--- src/hdl/sctfc_pkg.sv ---
// Shared types and constants of the sampling cycle fan and tape controller.
// Holds the command codes, the state record and the result record.
// Depends on nothing; every other file imports it.
`default_nettype none

package sctfc_pkg;

   localparam int TICKS_PER_SECOND  = 5000;
   localparam int STEPS_PER_ADVANCE = 200;

   localparam int PRESCALER_W = $clog2(TICKS_PER_SECOND);
   localparam int HALFSTEP_W  = $clog2(2 * STEPS_PER_ADVANCE);
   localparam int SECONDS_W   = 12;
   localparam int INTERVAL_W  = 6;
   localparam int FLOW_W      = 8;
   localparam int DUTY_W      = 8;
   localparam int MINUTES_W   = 16;
   localparam int FLOW_IN_W   = 13;

   localparam logic [MINUTES_W-1:0]  MIN_INTERVAL = MINUTES_W'(15);
   localparam logic [MINUTES_W-1:0]  MAX_INTERVAL = MINUTES_W'(60);
   localparam logic [FLOW_IN_W-1:0]  MAX_FLOW_Q4  = FLOW_IN_W'(240);
   localparam logic [SECONDS_W-1:0]  SECONDS_MAX  = {SECONDS_W{1'b1}};
   localparam logic [SECONDS_W-1:0]  SECONDS_PER_MINUTE = SECONDS_W'(60);
   localparam logic [PRESCALER_W:0]  TICKS_LIMIT  = (PRESCALER_W + 1)'(TICKS_PER_SECOND);
   localparam logic [HALFSTEP_W-1:0] BURST_LOAD   =
      HALFSTEP_W'(2 * STEPS_PER_ADVANCE - 1);

   typedef enum logic [1:0] {
      OP_TICK     = 2'd0,
      OP_START    = 2'd1,
      OP_STOP     = 2'd2,
      OP_SET_FLOW = 2'd3
   } op_type;

   localparam int CSR_INDEX_W = 1;
   localparam int CSR_DATA_W  = 1;
   localparam logic [CSR_INDEX_W-1:0] CSR_FAN_ENABLED   = 1'b0;
   localparam logic [CSR_INDEX_W-1:0] CSR_MOTOR_ENABLED = 1'b1;

   typedef struct packed {
      logic [PRESCALER_W-1:0] prescaler;
      logic [SECONDS_W-1:0]   seconds;
      logic [INTERVAL_W-1:0]  interval;
      logic                   active;
      logic [FLOW_W-1:0]      flow;
      logic [HALFSTEP_W-1:0]  halfsteps;
      logic                   step_pin;
      logic                   dir_pin;
   } state_type;

   typedef struct packed {
      logic [DUTY_W-1:0] fan_duty;
      logic              step_level;
      logic              direction;
      logic              sampling_active;
      logic              tape_busy;
   } result_type;

endpackage

`default_nettype wire

--- src/hdl/sctfc_if.sv ---
// Request and response channel interfaces of the sampling cycle fan and tape controller.
// Each carries valid, ready and the payload fields. Depends on sctfc_pkg.
`default_nettype none

interface sctfc_req_if
   import sctfc_pkg::*;
   ();
   logic                        valid;
   logic                        ready;
   op_type                      op;
   logic [MINUTES_W-1:0]        interval_minutes;
   logic signed [FLOW_IN_W-1:0] flow_rate;

   modport source (output valid, output op, output interval_minutes, output flow_rate,
                   input ready);
   modport sink (input valid, input op, input interval_minutes, input flow_rate,
                 output ready);
endinterface

interface sctfc_rsp_if
   import sctfc_pkg::*;
   ();
   logic              valid;
   logic              ready;
   logic [DUTY_W-1:0] fan_duty;
   logic              step_level;
   logic              direction;
   logic              sampling_active;
   logic              tape_busy;

   modport source (output valid, output fan_duty, output step_level, output direction,
                   output sampling_active, output tape_busy, input ready);
   modport sink (input valid, input fan_duty, input step_level, input direction,
                 input sampling_active, input tape_busy, output ready);
endinterface

`default_nettype wire

--- src/hdl/sampling_cycle_fan_tape_controller_unit.sv ---
// Top level of the sampling cycle fan and tape controller.
// Holds the state, configuration and response registers; uses sctfc_pkg, sctfc_if, sctfc_next.
//
//   channel   direction  handshake       payload
//   req_chan  in         valid / ready   op, interval_minutes, flow_rate
//   rsp_chan  out        valid / ready   fan_duty, step_level, direction,
//                                        sampling_active, tape_busy
//   csr_*     in         write enable    csr_index, csr_write_data
//
// Every request yields one response, registered and presented in the cycle after acceptance.
// A request is taken every cycle as long as the response register is empty or being drained.
// When the response is stalled, the request side stalls with it and nothing is lost.
// Reset is synchronous and clears the state, the configuration and the response valid.
`default_nettype none

module sampling_cycle_fan_tape_controller_unit
   import sctfc_pkg::*;
(
   input  var logic                   clock,
   input  var logic                   reset,
   sctfc_req_if.sink                  req_chan,
   sctfc_rsp_if.source                rsp_chan,
   input  var logic                   csr_write_enable,
   input  var logic [CSR_INDEX_W-1:0] csr_index,
   input  var logic [CSR_DATA_W-1:0]  csr_write_data
);

   state_type  state_ff;
   state_type  state_in;
   result_type result_ff;
   result_type result_in;
   logic       rsp_valid_ff;
   logic       fan_enabled_ff;
   logic       motor_enabled_ff;
   logic       req_take;

   assign req_chan.ready = !rsp_valid_ff || rsp_chan.ready;
   assign req_take       = req_chan.valid && req_chan.ready;

   sctfc_next u_next (
      .state_cur        (state_ff),
      .op               (req_chan.op),
      .interval_minutes (req_chan.interval_minutes),
      .flow_rate        (req_chan.flow_rate),
      .fan_enabled      (fan_enabled_ff),
      .motor_enabled    (motor_enabled_ff),
      .state_nxt        (state_in),
      .result           (result_in)
   );

   always_ff @(posedge clock) begin
      if (reset) begin
         state_ff         <= '0;
         rsp_valid_ff     <= 1'b0;
         fan_enabled_ff   <= 1'b0;
         motor_enabled_ff <= 1'b0;
      end else begin
         if (req_take) begin
            state_ff     <= state_in;
            rsp_valid_ff <= 1'b1;
         end else if (rsp_chan.ready) begin
            rsp_valid_ff <= 1'b0;
         end
         if (csr_write_enable) begin
            unique case (csr_index)
               CSR_FAN_ENABLED:   fan_enabled_ff   <= csr_write_data[0];
               CSR_MOTOR_ENABLED: motor_enabled_ff <= csr_write_data[0];
               default: begin
               end
            endcase
         end
      end
   end

   always_ff @(posedge clock) begin
      if (req_take) begin
         result_ff <= result_in;
      end
   end

   assign rsp_chan.valid           = rsp_valid_ff;
   assign rsp_chan.fan_duty        = result_ff.fan_duty;
   assign rsp_chan.step_level      = result_ff.step_level;
   assign rsp_chan.direction       = result_ff.direction;
   assign rsp_chan.sampling_active = result_ff.sampling_active;
   assign rsp_chan.tape_busy       = result_ff.tape_busy;

`ifndef ASSERT_OFF
   a_prescaler_range: assert property (@(posedge clock) disable iff (reset)
      {1'b0, state_ff.prescaler} < TICKS_LIMIT)
      else $error("prescaler out of range");

   a_burst_sets_direction: assert property (@(posedge clock) disable iff (reset)
      state_ff.halfsteps != '0 |-> state_ff.dir_pin)
      else $error("burst running without direction high");

   a_request_gives_response: assert property (@(posedge clock) disable iff (reset)
      req_take |=> rsp_valid_ff)
      else $error("accepted request produced no response");

   a_busy_matches_state: assert property (@(posedge clock) disable iff (reset)
      req_take |=> (rsp_chan.tape_busy == (state_ff.halfsteps != '0)))
      else $error("tape busy does not match burst state");
`endif

endmodule

`default_nettype wire

--- src/hdl/sctfc_next.sv ---
// Next-state and result logic of the sampling cycle fan and tape controller.
// Purely combinational: one request against the current state. Depends on sctfc_pkg.
`default_nettype none

module sctfc_next
   import sctfc_pkg::*;
(
   input  var state_type                   state_cur,
   input  var op_type                      op,
   input  var logic [MINUTES_W-1:0]        interval_minutes,
   input  var logic signed [FLOW_IN_W-1:0] flow_rate,
   input  var logic                        fan_enabled,
   input  var logic                        motor_enabled,
   output state_type                       state_nxt,
   output result_type                      result
);

   logic [PRESCALER_W:0]  pre_inc;
   logic                  wrapped;
   logic                  busy;
   logic [SECONDS_W-1:0]  interval_seconds;
   logic [MINUTES_W-1:0]  minutes_clamped;
   logic [FLOW_IN_W-1:0]  flow_clamped;
   logic [DUTY_W+3:0]     duty_wide;

   assign pre_inc = {1'b0, state_cur.prescaler} + (PRESCALER_W + 1)'(1);
   assign wrapped = pre_inc >= TICKS_LIMIT;
   assign busy    = state_cur.halfsteps != '0;
   assign interval_seconds =
      SECONDS_W'({{(SECONDS_W - INTERVAL_W){1'b0}}, state_cur.interval} * SECONDS_PER_MINUTE);

   always_comb begin
      if (interval_minutes < MIN_INTERVAL) begin
         minutes_clamped = MIN_INTERVAL;
      end else if (interval_minutes > MAX_INTERVAL) begin
         minutes_clamped = MAX_INTERVAL;
      end else begin
         minutes_clamped = interval_minutes;
      end

      if (flow_rate[FLOW_IN_W-1]) begin
         flow_clamped = '0;
      end else if (flow_rate > $signed(MAX_FLOW_Q4)) begin
         flow_clamped = MAX_FLOW_Q4;
      end else begin
         flow_clamped = flow_rate;
      end
   end

   always_comb begin
      state_nxt = state_cur;
      unique case (op)
         OP_TICK: begin
            state_nxt.prescaler = wrapped ? '0 : pre_inc[PRESCALER_W-1:0];
            if (state_cur.active && wrapped && state_cur.seconds != SECONDS_MAX) begin
               state_nxt.seconds = state_cur.seconds + SECONDS_W'(1);
            end
            if (busy) begin
               state_nxt.step_pin  = ~state_cur.step_pin;
               state_nxt.halfsteps = state_cur.halfsteps - HALFSTEP_W'(1);
            end
            if (state_cur.active && state_nxt.seconds >= interval_seconds) begin
               state_nxt.seconds = '0;
               if (!busy && motor_enabled) begin
                  state_nxt.dir_pin   = 1'b1;
                  state_nxt.step_pin  = 1'b1;
                  state_nxt.halfsteps = BURST_LOAD;
               end
            end
         end
         OP_START: begin
            state_nxt.interval = minutes_clamped[INTERVAL_W-1:0];
            state_nxt.active   = 1'b1;
            state_nxt.seconds  = '0;
         end
         OP_STOP: begin
            state_nxt.active = 1'b0;
            state_nxt.flow   = '0;
         end
         OP_SET_FLOW: begin
            state_nxt.flow = flow_clamped[FLOW_W-1:0];
         end
         default: begin
            state_nxt = state_cur;
         end
      endcase
   end

   // Duty is flow * 17 / 16, i.e. (flow * 16 + flow) >> 4.
   assign duty_wide = {state_nxt.flow, 4'b0000} + {4'b0000, state_nxt.flow};

   always_comb begin
      result.fan_duty        = fan_enabled ? duty_wide[DUTY_W+3:4] : '0;
      result.step_level      = state_nxt.step_pin;
      result.direction       = state_nxt.dir_pin;
      result.sampling_active = state_nxt.active;
      result.tape_busy       = state_nxt.halfsteps != '0;
   end

endmodule

`default_nettype wire
--- src/flat_wrapper.sv ---
// flat-port wrapper written by rule: the top's interface ports become plain ports
module sampling_cycle_fan_tape_controller_unit_flat import sctfc_pkg::*;
  (clock, reset, csr_write_enable, csr_index, csr_write_data, req_chan_valid, req_chan_op, req_chan_interval_minutes, req_chan_flow_rate, req_chan_ready, rsp_chan_valid, rsp_chan_fan_duty, rsp_chan_step_level, rsp_chan_direction, rsp_chan_sampling_active, rsp_chan_tape_busy, rsp_chan_ready);
  sctfc_req_if req_chan_i ();
  sctfc_rsp_if rsp_chan_i ();
  input  var logic clock;
  input  var logic reset;
  input  var logic csr_write_enable;
  input  var logic [CSR_INDEX_W-1:0] csr_index;
  input  var logic [CSR_DATA_W-1:0] csr_write_data;
  input wire logic [$bits(req_chan_i.valid)-1:0] req_chan_valid;
  input wire logic [$bits(req_chan_i.op)-1:0] req_chan_op;
  input wire logic [$bits(req_chan_i.interval_minutes)-1:0] req_chan_interval_minutes;
  input wire logic [$bits(req_chan_i.flow_rate)-1:0] req_chan_flow_rate;
  output wire logic [$bits(req_chan_i.ready)-1:0] req_chan_ready;
  output wire logic [$bits(rsp_chan_i.valid)-1:0] rsp_chan_valid;
  output wire logic [$bits(rsp_chan_i.fan_duty)-1:0] rsp_chan_fan_duty;
  output wire logic [$bits(rsp_chan_i.step_level)-1:0] rsp_chan_step_level;
  output wire logic [$bits(rsp_chan_i.direction)-1:0] rsp_chan_direction;
  output wire logic [$bits(rsp_chan_i.sampling_active)-1:0] rsp_chan_sampling_active;
  output wire logic [$bits(rsp_chan_i.tape_busy)-1:0] rsp_chan_tape_busy;
  input wire logic [$bits(rsp_chan_i.ready)-1:0] rsp_chan_ready;
  assign req_chan_i.valid = req_chan_valid;
  assign req_chan_i.op = req_chan_op;
  assign req_chan_i.interval_minutes = req_chan_interval_minutes;
  assign req_chan_i.flow_rate = req_chan_flow_rate;
  assign req_chan_ready = req_chan_i.ready;
  assign rsp_chan_valid = rsp_chan_i.valid;
  assign rsp_chan_fan_duty = rsp_chan_i.fan_duty;
  assign rsp_chan_step_level = rsp_chan_i.step_level;
  assign rsp_chan_direction = rsp_chan_i.direction;
  assign rsp_chan_sampling_active = rsp_chan_i.sampling_active;
  assign rsp_chan_tape_busy = rsp_chan_i.tape_busy;
  assign rsp_chan_i.ready = rsp_chan_ready;
  sampling_cycle_fan_tape_controller_unit u_core (.clock(clock), .reset(reset), .req_chan(req_chan_i), .rsp_chan(rsp_chan_i), .csr_write_enable(csr_write_enable), .csr_index(csr_index), .csr_write_data(csr_write_data));
endmodule
--- config.mk ---
export PLATFORM = sky130hd
export DESIGN_NAME = sampling_cycle_fan_tape_controller_unit_flat
export DESIGN_NICKNAME = d
export VERILOG_FILES = /design/src/hdl/sctfc_pkg.sv /design/src/hdl/sctfc_if.sv /design/src/hdl/sampling_cycle_fan_tape_controller_unit.sv /design/src/hdl/sctfc_next.sv /design/src/flat_wrapper.sv
export SDC_FILE = /design/constraint.sdc
export NUM_CORES = 1
export LEC_CHECK = 0
export ABC_AREA = 1
export BUFFER_PORTS_ARGS = -buffer_cell sky130_fd_sc_hd__buf_4
export CORE_MARGIN = 1.5
export CORE_UTILIZATION = 61
export DETAILED_ROUTE_END_ITERATION = 6
export PLACE_DENSITY = 0.82
export SYNTH_ARGS = -nofsm -noshare
export SYNTH_HDL_FRONTEND = slang
export SYNTH_HIERARCHICAL = 1
export SYNTH_SLANG_ARGS = --single-unit
--- constraint.sdc ---
create_clock -name clock -period 5.8 [get_ports clock]
set_input_delay 0.29 -clock clock [delete_from_list [all_inputs] [get_ports clock]]
set_output_delay 0.29 -clock clock [all_outputs]
set_load 0.01 [all_outputs]
==> results of run 1 <==
power groups by stage:
stage	sequential, W	clock [W]	combinational, W
6_report	0.000535	0.000447	0.000417
3_3_place_gp	0.000543	0	0.000393
3_5_place_dp	0.000545	0	0.000410
2_1_floorplan	0.000540	0	0.000319
5_1_grt	0.000541	0.000470	0.000474
4_1_cts	0.000535	0.000452	0.000414
critical path, delay by kind of cell, from the launching register on:
| kind | cells | cell delay (ns) |
|---|---|---|
| AO/OA/AOI/OAI | 4 | 0.54 |
| AND/OR/NAND/NOR | 16 | 1.75 |
| adder cells (fa/ha/maj) | 4 | 1.62 |
| buffers and inverters | 3 | 0.27 |
| XOR/XNOR | 1 | 0.13 |
| flip-flops | 1 | 0.43 |
flip-flops by register name (all words and copies together) (netlist names):
signal / count
u_core/state_ff: 51
u_core/rsp_chan.fan_duty: 8
u_core/fan_enabled_ff: 1
u_core/motor_enabled_ff: 1
u_core/rsp_chan.direction: 1
u_core/rsp_chan.sampling_active: 1
u_core/rsp_chan.step_level: 1
u_core/rsp_chan.tape_busy: 1
u_core/rsp_chan.valid: 1
final timing paths:
path / from / end / slack (ns) / depth (start not counted)
max reg2reg: u_core/state_ff[23]$_SDFFE_PP0P_ / u_core/state_ff[36]$_SDFFE_PP0P_ / 0.95 / 28
max: u_core/state_ff[23]$_SDFFE_PP0P_ / u_core/state_ff[36]$_SDFFE_PP0P_ / 0.95 / 28
min reg2reg: u_core/motor_enabled_ff$_SDFFE_PP0P_ / u_core/motor_enabled_ff$_SDFFE_PP0P_ / 0.47 / 2
min: reset / u_core/motor_enabled_ff$_SDFFE_PP0P_ / 0.14 / 2
per-stage QoR:
stage	utilization (%)	total power, W
final	69.4	0.00140
after global routing	69.4	0.00149
after CTS	69.4	0.00140
after detailed placement	66.8	0.000955
after global placement	66.8	0.000936
after floorplan	-	0.000859
cell type report:
| type | instances | share of cell area, % |
|---|---|---|
| tap | 108 | 2.22 |
| sequential | 66 | 23.7 |
| inverter | 146 | 9.01 |
| multi-input combinational | 573 | 54.6 |
| timing repair buffer | 54 | 6.67 |
| clock inverter | 6 | 1.48 |
| clock buffer | 10 | 2.26 |
per-layer routing:
layer	part of all wire [%]	global-route usage [%]	up-vias
li1	-	-	2718
met3	5.0	3.22	18
met2	49	45.3	141
met1	45	33.7	2446
met4	1.3	8.88	0
met5	0	0	-
logic make-up (layout without fill, tap and decap cells):
| kind of cell | count (synthesis) | after routing |
|---|---|---|
| compound gates | 137 | 137 |
| simple gates | 369 | 369 |
| buf+inv | 182 | 216 |
| fa+ha+maj | 44 | 44 |
| flops | 66 | 66 |
| xor+xnor | 23 | 23 |
synthesized netlist by cell type, drive strengths merged, types with 12 or more instances:
cell	n	area share, %
nor2	96	7.1
buf	29	3.6
dfxtp	54	20
nand3	85	8.0
nand2	151	11
ha	34	7.7
inv	144	9.8
a21oi	76	6.9
edfxtp	12	6.5
o22ai	14	2.7
xor2	20	3.2
nand4	12	1.6
o21ai	31	2.8
cell usage in the layout, fill, tap and decap left out, drive strengths merged, types with 12 or more instances in the layout:
master | Yosys | layout
ha | 34 | 34
nand4 | 12 | 12
o22ai | 14 | 14
a21oi | 76 | 76
dfxtp | 54 | 54
edfxtp | 12 | 12
o21ai | 31 | 31
buf | 29 | 54
nand2 | 151 | 151
inv | 144 | 144
nor2 | 96 | 96
xor2 | 20 | 20
nand3 | 85 | 85
==> summary.txt, run 1 <==
Placed design
  • Placed Area: 5850 um^2
  • Input/output buffers: 51
  • Setup Slack @ Placement: 1.01 ns
  • Gpl congestion: 0.906
  • Dpl cells: 947
  • DP HPWL: 8.86 mm

Critical path
  • Critical Path AT: 5.08 ns
  • Slowest-stage cell, CP: fa_1
  • Type of element launching the critical path: flop
  • Crit Path Max Fanout: 11
  • CP endpoint kind: flop
  • WS Path Type: flop to flop
  • Top cell by count, worst path: nor2_1
  • Max incr delay on CP: 0.51 ns
  • Crit path required time: 6.03 ns

Finish
  • Fin nets: 932
  • Post-route cell area: 6080 um^2
  • Seq. cell area: 1440 um^2
  • Ant diodes: 0
  • Layout cells sized above 1: 12.2%
  • Fillers: 751
  • Area of the multi-input gates: 3320 um^2
  • Area Overhead vs Synth: 9.81%
  • Final std cells w/o fill: 963

Synthesis
  • Unique cell type count in the Yosys netlist: 46
  • #FFs+latches synth: 66
  • Synth warn: 6
  • Top_reg_cell synth: dfxtp_1
  • Register area share after synthesis: 26.0%
  • Post-synthesis mux area share: 0%
  • Post-synthesis compound-gate area fraction: 14.8%
  • Area share of and/or/nand/nor cells after synthesis: 30.3%
  • Syn Area/Cell: 6.74 um^2
  • Main combinational cell family by area after synthesis: simple AND/OR/NAND/NOR gates
  • Post-Synth XOR/XNOR Area: 3.64%
  • Number of flops mapped to enable cells by yosys: 12
  • Synthesized area: 5540 um^2
  • Synthesized net count: 903
  • Cells after Synth: 821
  • Asr flop ratio synth: 0%
  • Adder-Cell Fraction of Synth Area: 11.3%

Clock network
  • H-tree level count: 3
  • CTS root buffer: clkbuf_8
  • Post-CTS repair timing setup buffer count: 0
  • Max Root-Sink Buffers: 2
  • Post-CTS Hold Fix Bufs: 0
  • Post-cts resize count: 0
  • TritonCTS clock tree: done
  • Skew-Pair Late Insertion Delay: 0.35 ns
  • Number of buffers created by CTS: 9
  • Sink Count: 66
  • Clock transition at path regs: 0.08 ns

Global route
  • Largest net degree at the start of global routing: 104
  • Vias in the first global route: 4917
  • All-Layer GR Usage: 26.1%
  • Initial antenna violation count: 0
  • GRT overflow: 0
  • First-pass GRT wire length: 21.3 mm

Power and ir drop
  • Sw Share: 34.0%
  • NetSw: 0.000476 W
  • VDD IR max: 0.175 mV
  • Clk network pwr share: 31.9%
  • P_leak: 2.90 nW
  • Logic pwr share: 29.8%
  • PwrDens: 230 nW/um^2
  • Sequential Power Share: 38.3%
  • Internal power: 0.000923 W

STA
  • Worst slew margin: 24.9%
  • Max-slew violation count: 0
  • Final-report hold violation count: 0
  • Max Clk Rate: 0.206 GHz
  • TNS Setup: 0 ns
  • Unrepaired setup endpoints after global routing: false
  • Worst Setup Slack, final: 0.952 ns
  • Crit path time final: 4.85 ns
  • Min Hold Slack: 0.139 ns
  • Setup Skew: 0.0112 ns
  • Final-report setup violation count: 0
  • Final period util: 83.6%
  • Least-Margin Pin Slew: 1.13 ns

Routing
  • Routed len/inst: 13.1 um
  • Routed WL: 12.6 mm
  • Initial DRC count: 321
  • Drt drc: 0
  • Vias: 5323
  • Detailed Routing Iterations Pass 1: 5
  • Vias per std cell: 5.53
  • ANT nets after route: 0

Min path
  • Worst hold-check path type: input port to flop

Floorplan
  • DIE AREA: 9660 um^2
  • Die W: 98.3 um
  • Row count: 34
  • Initial Utilization: 63.2%
  • IO Pins: 52
  • Core box area: 8760 um^2
  • Height of the die: 98.3 um

Run
  • Max cap viols: 0

Outcome
  • Outcome: finished, final reports clean
(Power assumes the default switching activity.)
==> run 2, diff against run 1 <==
--- a/config.mk
+++ b/config.mk
@@ -8,9 +8,9 @@
 export ABC_AREA = 1
 export BUFFER_PORTS_ARGS = -buffer_cell sky130_fd_sc_hd__buf_4
 export CORE_MARGIN = 1.5
-export CORE_UTILIZATION = 61
+export CORE_UTILIZATION = 55
 export DETAILED_ROUTE_END_ITERATION = 6
-export PLACE_DENSITY = 0.82
+export PLACE_DENSITY = 0.78
 export SYNTH_ARGS = -nofsm -noshare
 export SYNTH_HDL_FRONTEND = slang
 export SYNTH_HIERARCHICAL = 1
==> constraint.sdc (replaced) <==
create_clock -name clock -period 4 [get_ports clock]
set_input_delay 0.2 -clock clock [delete_from_list [all_inputs] [get_ports clock]]
set_output_delay 0.2 -clock clock [all_outputs]
set_load 0.01 [all_outputs]
==> summary.txt, run 2 (synthesis gave the netlist of run 1 again) <==
Critical path
  • CP endpoint kind: flop
  • Reg2reg path depth: 28
  • Crit path required time: 4.24 ns
  • Max incr delay on CP: 0.51 ns
  • Top cell by count, worst path: nor2_1
  • RR Endpoint: u_core/state_ff[34]$_SDFFE_PP0P_
  • CP Capture Point: u_core/state_ff[34]$_SDFFE_PP0P_
  • R2R Setup Slk: -0.51 ns
  • WS Path Type: flop to flop
  • Type of element launching the critical path: flop
  • Slowest-stage cell, CP: fa_1
  • R2r startpoint: u_core/state_ff[21]$_SDFFE_PP0P_
  • Critical Path AT: 4.75 ns
  • Worst Setup SP: u_core/state_ff[21]$_SDFFE_PP0P_
  • Crit Path Max Fanout: 6

Routing
  • Routed len/inst: 12.9 um
  • ANT nets after route: 0
  • Routed WL: 13.2 mm
  • Initial DRC count: 273
  • Vias per std cell: 5.35
  • Detailed Routing Iterations Pass 1: 5
  • Vias: 5462
  • Drt drc: 0

Clock network
  • H-tree level count: 3
  • Skew-Pair Late Insertion Delay: 0.36 ns
  • Clock transition at path regs: 0.08 ns
  • TritonCTS clock tree: done
  • Number of buffers created by CTS: 9
  • Sink Count: 66
  • CTS root buffer: clkbuf_8
  • Max Root-Sink Buffers: 2

Global route
  • Initial antenna violation count: 0
  • First-pass GRT wire length: 21.6 mm
  • Largest net degree at the start of global routing: 104
  • GRT overflow: 0
  • Vias in the first global route: 5014
  • All-Layer GR Usage: 25.2%

Power and ir drop
  • PwrDens: 328 nW/um^2
  • NetSw: 0.000736 W
  • Clk network pwr share: 29.8%
  • VDD IR max: 0.243 mV
  • Sequential Power Share: 36.6%
  • Sw Share: 35.0%
  • Logic pwr share: 33.6%
  • P_leak: 3.07 nW
  • Internal power: 0.00137 W

Floorplan
  • Core box area: 9770 um^2
  • Row count: 36
  • IO Pins: 52
  • DIE AREA: 10700 um^2
  • Initial Utilization: 56.6%
  • Die W: 103 um
  • Height of the die: 103 um

Finish
  • Fin nets: 964
  • Largest Register: u_core/state_ff
  • Layout cells sized above 1: 17.2%
  • Most frequent cells in the layout: 139 x inv_1, 137 x nand2_1, 89 x nor2_1, 84 x buf_4, 82 x nand3_1
  • Most common cell after layout, fill and taps aside: inv_1
  • Max FFs per register: 51
  • Layout Utilization: 65.7%
  • Ant diodes: 0
  • Area Overhead vs Synth: 16.0%

STA
  • Max Clk Rate: 0.222 GHz
  • Worst Setup Slack, final: -0.508 ns
  • Max-slew violation count: 0
  • Worst slew margin: 26.2%
  • Final-report hold violation count: 0
  • Setup Skew: 0.0112 ns
  • Unrepaired setup endpoints after global routing: true
  • Crit path time final: 4.51 ns
  • Final-report setup violation count: 23
  • TNS Setup: -9.99 ns
  • Least-Margin Pin Slew: 1.10 ns
  • Final period util: 113%

Placed design
  • Gpl congestion: 0.912
  • Input/output buffers: 51
  • DP HPWL: 9.22 mm

Outcome
  • Failing checks: negative setup slack
  • Outcome: finished, violations left

Run
  • Max cap viols: 0

Min path
  • Worst hold-check path type: input port to flop
-- run 2: cell types whose count changed in the layout (fill, tap and decap cells not counted), sizes merged --
| cell | delta |
|---|---|
| buf | +31 |
| clkinvlp | -1 |
| nand2 | +1 |
| bufinv | -1 |
| inv | +2 |
-- run 2: worst min path at each step --
stage | start | end | slack [ns] | cells past startpoint
6_report | reset | u_core/rsp_chan.valid$_SDFFE_PP0P_ | 0.04 | 2
2_1_floorplan | reset | u_core/fan_enabled_ff$_SDFFE_PP0P_ | 0.27 | 1
3_3_place_gp | reset | u_core/fan_enabled_ff$_SDFFE_PP0P_ | 0.41 | 2
4_1_cts | reset | u_core/rsp_chan.valid$_SDFFE_PP0P_ | 0.03 | 2
3_5_place_dp | reset | u_core/fan_enabled_ff$_SDFFE_PP0P_ | 0.42 | 2
5_1_grt | reset | u_core/rsp_chan.valid$_SDFFE_PP0P_ | 0.03 | 2
-- run 2: metal layers --
layer,vias to the layer above,routed length [um],track usage [%],part of all wire [%]
met4,0,255,9.46,1.9
met2,162,6680,45.4,51
li1,2783,-,-,-
met1,2487,5620,29.3,43
met3,30,595,5.58,4.5
met5,-,0,0,0
-- run 2: power groups by stage --
stage                     combinational, W  clock [W]  sequential, W
after floorplan                   0.000473          0       0.000785
after global placement            0.000638          0       0.000781
after detailed placement          0.000666          0       0.000784
after CTS                         0.000689   0.000644       0.000769
after global routing              0.000801   0.000670       0.000776
final                             0.000707   0.000627       0.000770
-- run 2: through the flow --
step / worst slack [ns] / cell area [um^2] / cells / total power [W] / hold slack (ns)
2_1_floorplan: -0.125 / 5580 / 821 / 0.00126 / 0.269
3_3_place_gp: -0.250 / 6120 / 998 / 0.00142 / 0.415
3_5_place_dp: -0.416 / 6120 / 998 / 0.00145 / 0.417
4_1_cts: -0.417 / 6390 / 1019 / 0.00210 / 0.0329
5_1_grt: -0.809 / 6420 / 1020 / 0.00225 / 0.0308
6_report: -0.508 / 6420 / 1020 / 0.00210 / 0.0441
-- run 2: timing repair --
action | CTS | global route
pin swaps | 15 | 12
hold buffers | 0 | 0
setup buffers | 4 | 1
gates resized for setup | 5 | 6
gates cloned | 1 | 0
setup endpoints to repair | 23 | 23
-- run 2: area by class of cell --
type	instances	area (um^2)
multi-input combinational	574	3390
fill	857	3350
inverter	146	551
sequential	66	1450
timing repair buffer	85	642
clock inverter	6	70.1
tap	133	166
clock buffer	10	149
-- run 2: critical path, delay by kind of cell (launching register included) --
family / cells / cell delay [ns]
simple gates: 16 / 1.72
fa+ha+maj: 4 / 1.53
compound gates: 4 / 0.48
flops: 1 / 0.37
buf+inv: 3 / 0.17
xor+xnor: 1 / 0.13
==> run 3, diff against run 2 <==
--- a/config.mk
+++ b/config.mk
@@ -8,9 +8,9 @@
 export ABC_AREA = 1
 export BUFFER_PORTS_ARGS = -buffer_cell sky130_fd_sc_hd__buf_4
 export CORE_MARGIN = 1.5
-export CORE_UTILIZATION = 55
+export CORE_UTILIZATION = 65
 export DETAILED_ROUTE_END_ITERATION = 6
-export PLACE_DENSITY = 0.78
+export PLACE_DENSITY = 0.86
 export SYNTH_ARGS = -nofsm -noshare
 export SYNTH_HDL_FRONTEND = slang
 export SYNTH_HIERARCHICAL = 1
==> constraint.sdc (replaced) <==
create_clock -name clock -period 5.28 [get_ports clock]
set_input_delay 0.264 -clock clock [delete_from_list [all_inputs] [get_ports clock]]
set_output_delay 0.264 -clock clock [all_outputs]
set_load 0.01 [all_outputs]
==> summary.txt, run 3 (synthesis gave the netlist of run 1 again) <==
Outcome
  • Outcome: finished, final reports clean

STA
  • Worst slew margin: 34.9%
  • Max-slew violation count: 0
  • Final-report hold violation count: 0
  • Max Clk Rate: 0.205 GHz
  • Final period util: 92.3%
  • Unrepaired setup endpoints after global routing: false
  • Setup Skew: 0.0106 ns
  • Crit path time final: 4.87 ns
  • Least-Margin Pin Slew: 0.976 ns
  • TNS Setup: 0 ns
  • Final-report setup violation count: 0

Routing
  • Vias per std cell: 5.65
  • Vias: 5427
  • Routed len/inst: 13.5 um
  • ANT nets after route: 0
  • Routed WL: 13.0 mm
  • Initial DRC count: 349
  • Drt drc: 0
  • Detailed Routing Iterations Pass 1: 5

Finish
  • Seq. cell area: 1440 um^2
  • Most common cell after layout, fill and taps aside: inv_1
  • Fillers: 656
  • Most frequent cells in the layout: 143 x inv_1, 141 x nand2_1, 91 x nor2_1, 82 x nand3_1, 75 x a21oi_1
  • Largest Register: u_core/state_ff
  • Area of the multi-input gates: 3320 um^2
  • Area Overhead vs Synth: 9.74%
  • Ant diodes: 0
  • Fin nets: 933
  • Layout cells sized above 1: 12.4%
  • Post-route cell area: 6080 um^2
  • Max FFs per register: 51

Global route
  • Routing usage on met3: 4.47%
  • Vias in the first global route: 5009
  • Met1 usage: 35.6%
  • M2 GR Usage: 52.1%
  • First-pass GRT wire length: 21.3 mm
  • GRT overflow: 0
  • Largest net degree at the start of global routing: 104
  • GRT Max-Usage Layer: met2
  • Initial antenna violation count: 0
  • All-Layer GR Usage: 29.3%

Clock network
  • Post-cts resize count: 0
  • Post-CTS Hold Fix Bufs: 0
  • H-tree level count: 3
  • Clock transition at path regs: 0.08 ns
  • TritonCTS clock tree: done
  • CTS root buffer: clkbuf_8
  • Sink Count: 66
  • Max Root-Sink Buffers: 2
  • Skew-Pair Late Insertion Delay: 0.35 ns
  • Number of buffers created by CTS: 9
  • Post-CTS repair timing setup buffer count: 0

Floorplan
  • IO Pins: 52
  • Initial Utilization: 67.4%
  • Core box area: 8220 um^2
  • DIE AREA: 9080 um^2
  • Die W: 95.3 um
  • Row count: 33
  • Height of the die: 95.3 um

Critical path
  • Critical Path AT: 5.12 ns
  • Type of element launching the critical path: flop
  • Max incr delay on CP: 0.51 ns
  • Reg2reg path depth: 28
  • Crit-path leading delay family: simple AND/OR/NAND/NOR gates
  • RR Endpoint: u_core/state_ff[32]$_SDFFE_PP0P_
  • Crit path required time: 5.53 ns
  • WS Path Type: flop to flop
  • Crit Path Max Fanout: 11
  • Top cell by count, worst path: nor2_1
  • Worst path bufs/invs: 3
  • R2r startpoint: u_core/state_ff[21]$_SDFFE_PP0P_
  • R2R Setup Slk: 0.41 ns
  • Slowest-stage cell, CP: fa_1
  • CP endpoint kind: flop

Placed design
  • DP HPWL: 9.03 mm
  • Input/output buffers: 51
  • Gpl congestion: 0.882
  • Placed Area: 5860 um^2

Power and ir drop
  • VDD IR max: 0.209 mV
  • PwrDens: 252 nW/um^2
  • P_leak: 2.90 nW

Min path
  • Worst hold endpoint: u_core/fan_enabled_ff$_SDFFE_PP0P_
  • Worst hold-check path type: input port to flop
  • Hold Path Depth: 2
  • Min-delay src: reset

Run
  • Max cap viols: 0
-- run 3: cell type report --
class	instances	area share (%)
Multi-Input combinational cell	573	54.7
Timing Repair Buffer	55	6.80
Sequential cell	66	23.8
Clock inverter	7	1.54
Inverter	146	9.02
Tap cell	105	2.16
Clock buffer	9	2.04
-- run 3: routing by layer --
layer	share of wire, %	vias up
met5	0	-
met4	1.7	0
met3	5.4	22
met2	50	166
met1	43	2513
li1	-	2726
-- run 3: metrics by stage --
step | cells | setup WS [ns] | power, W | hold slack, ns | utilization (%)
2_1_floorplan | 821 | 0.878 | 0.000943 | 0.333 | -
6_report | 961 | 0.407 | 0.00153 | 0.112 | 73.9
3_3_place_gp | 945 | 0.659 | 0.00103 | 0.453 | 71.3
3_5_place_dp | 945 | 0.437 | 0.00105 | 0.471 | 71.3
5_1_grt | 961 | 0.00622 | 0.00163 | 0.103 | 73.9
4_1_cts | 961 | 0.385 | 0.00153 | 0.102 | 73.9
-- run 3: power by group --
part           switching [W]  internal, W  total (W)
Combinational       0.000280     0.000185   0.000464
Sequential         0.0000370     0.000551   0.000588
Clock               0.000212     0.000265   0.000477
-- run 3: how the worst max path moves through the flow --
stage	from	endpoint	cells past startpoint
final	u_core/state_ff[21]$_SDFFE_PP0P_	u_core/state_ff[32]$_SDFFE_PP0P_	28
after global placement	u_core/state_ff[23]$_SDFFE_PP0P_	u_core/state_ff[34]$_SDFFE_PP0P_	28
after detailed placement	u_core/state_ff[23]$_SDFFE_PP0P_	u_core/state_ff[32]$_SDFFE_PP0P_	28
after global routing	u_core/state_ff[21]$_SDFFE_PP0P_	u_core/state_ff[30]$_SDFFE_PP0P_	28
after CTS	u_core/state_ff[23]$_SDFFE_PP0P_	u_core/state_ff[32]$_SDFFE_PP0P_	28
after floorplan	u_core/state_ff[23]$_SDFFE_PP0P_	u_core/state_ff[30]$_SDFFE_PP0P_	29
-- run 3: worst reg2reg max path, delay by kind of cell (launching register included) --
kind,cells,cell delay [ns]
AOI/OAI and AO/OA,4,0.54
xor gates and xnor gates,1,0.13
buffers and inverters,3,0.23
and+or+nand+nor,16,1.80
DFF,1,0.42
adders and majority gates,4,1.65
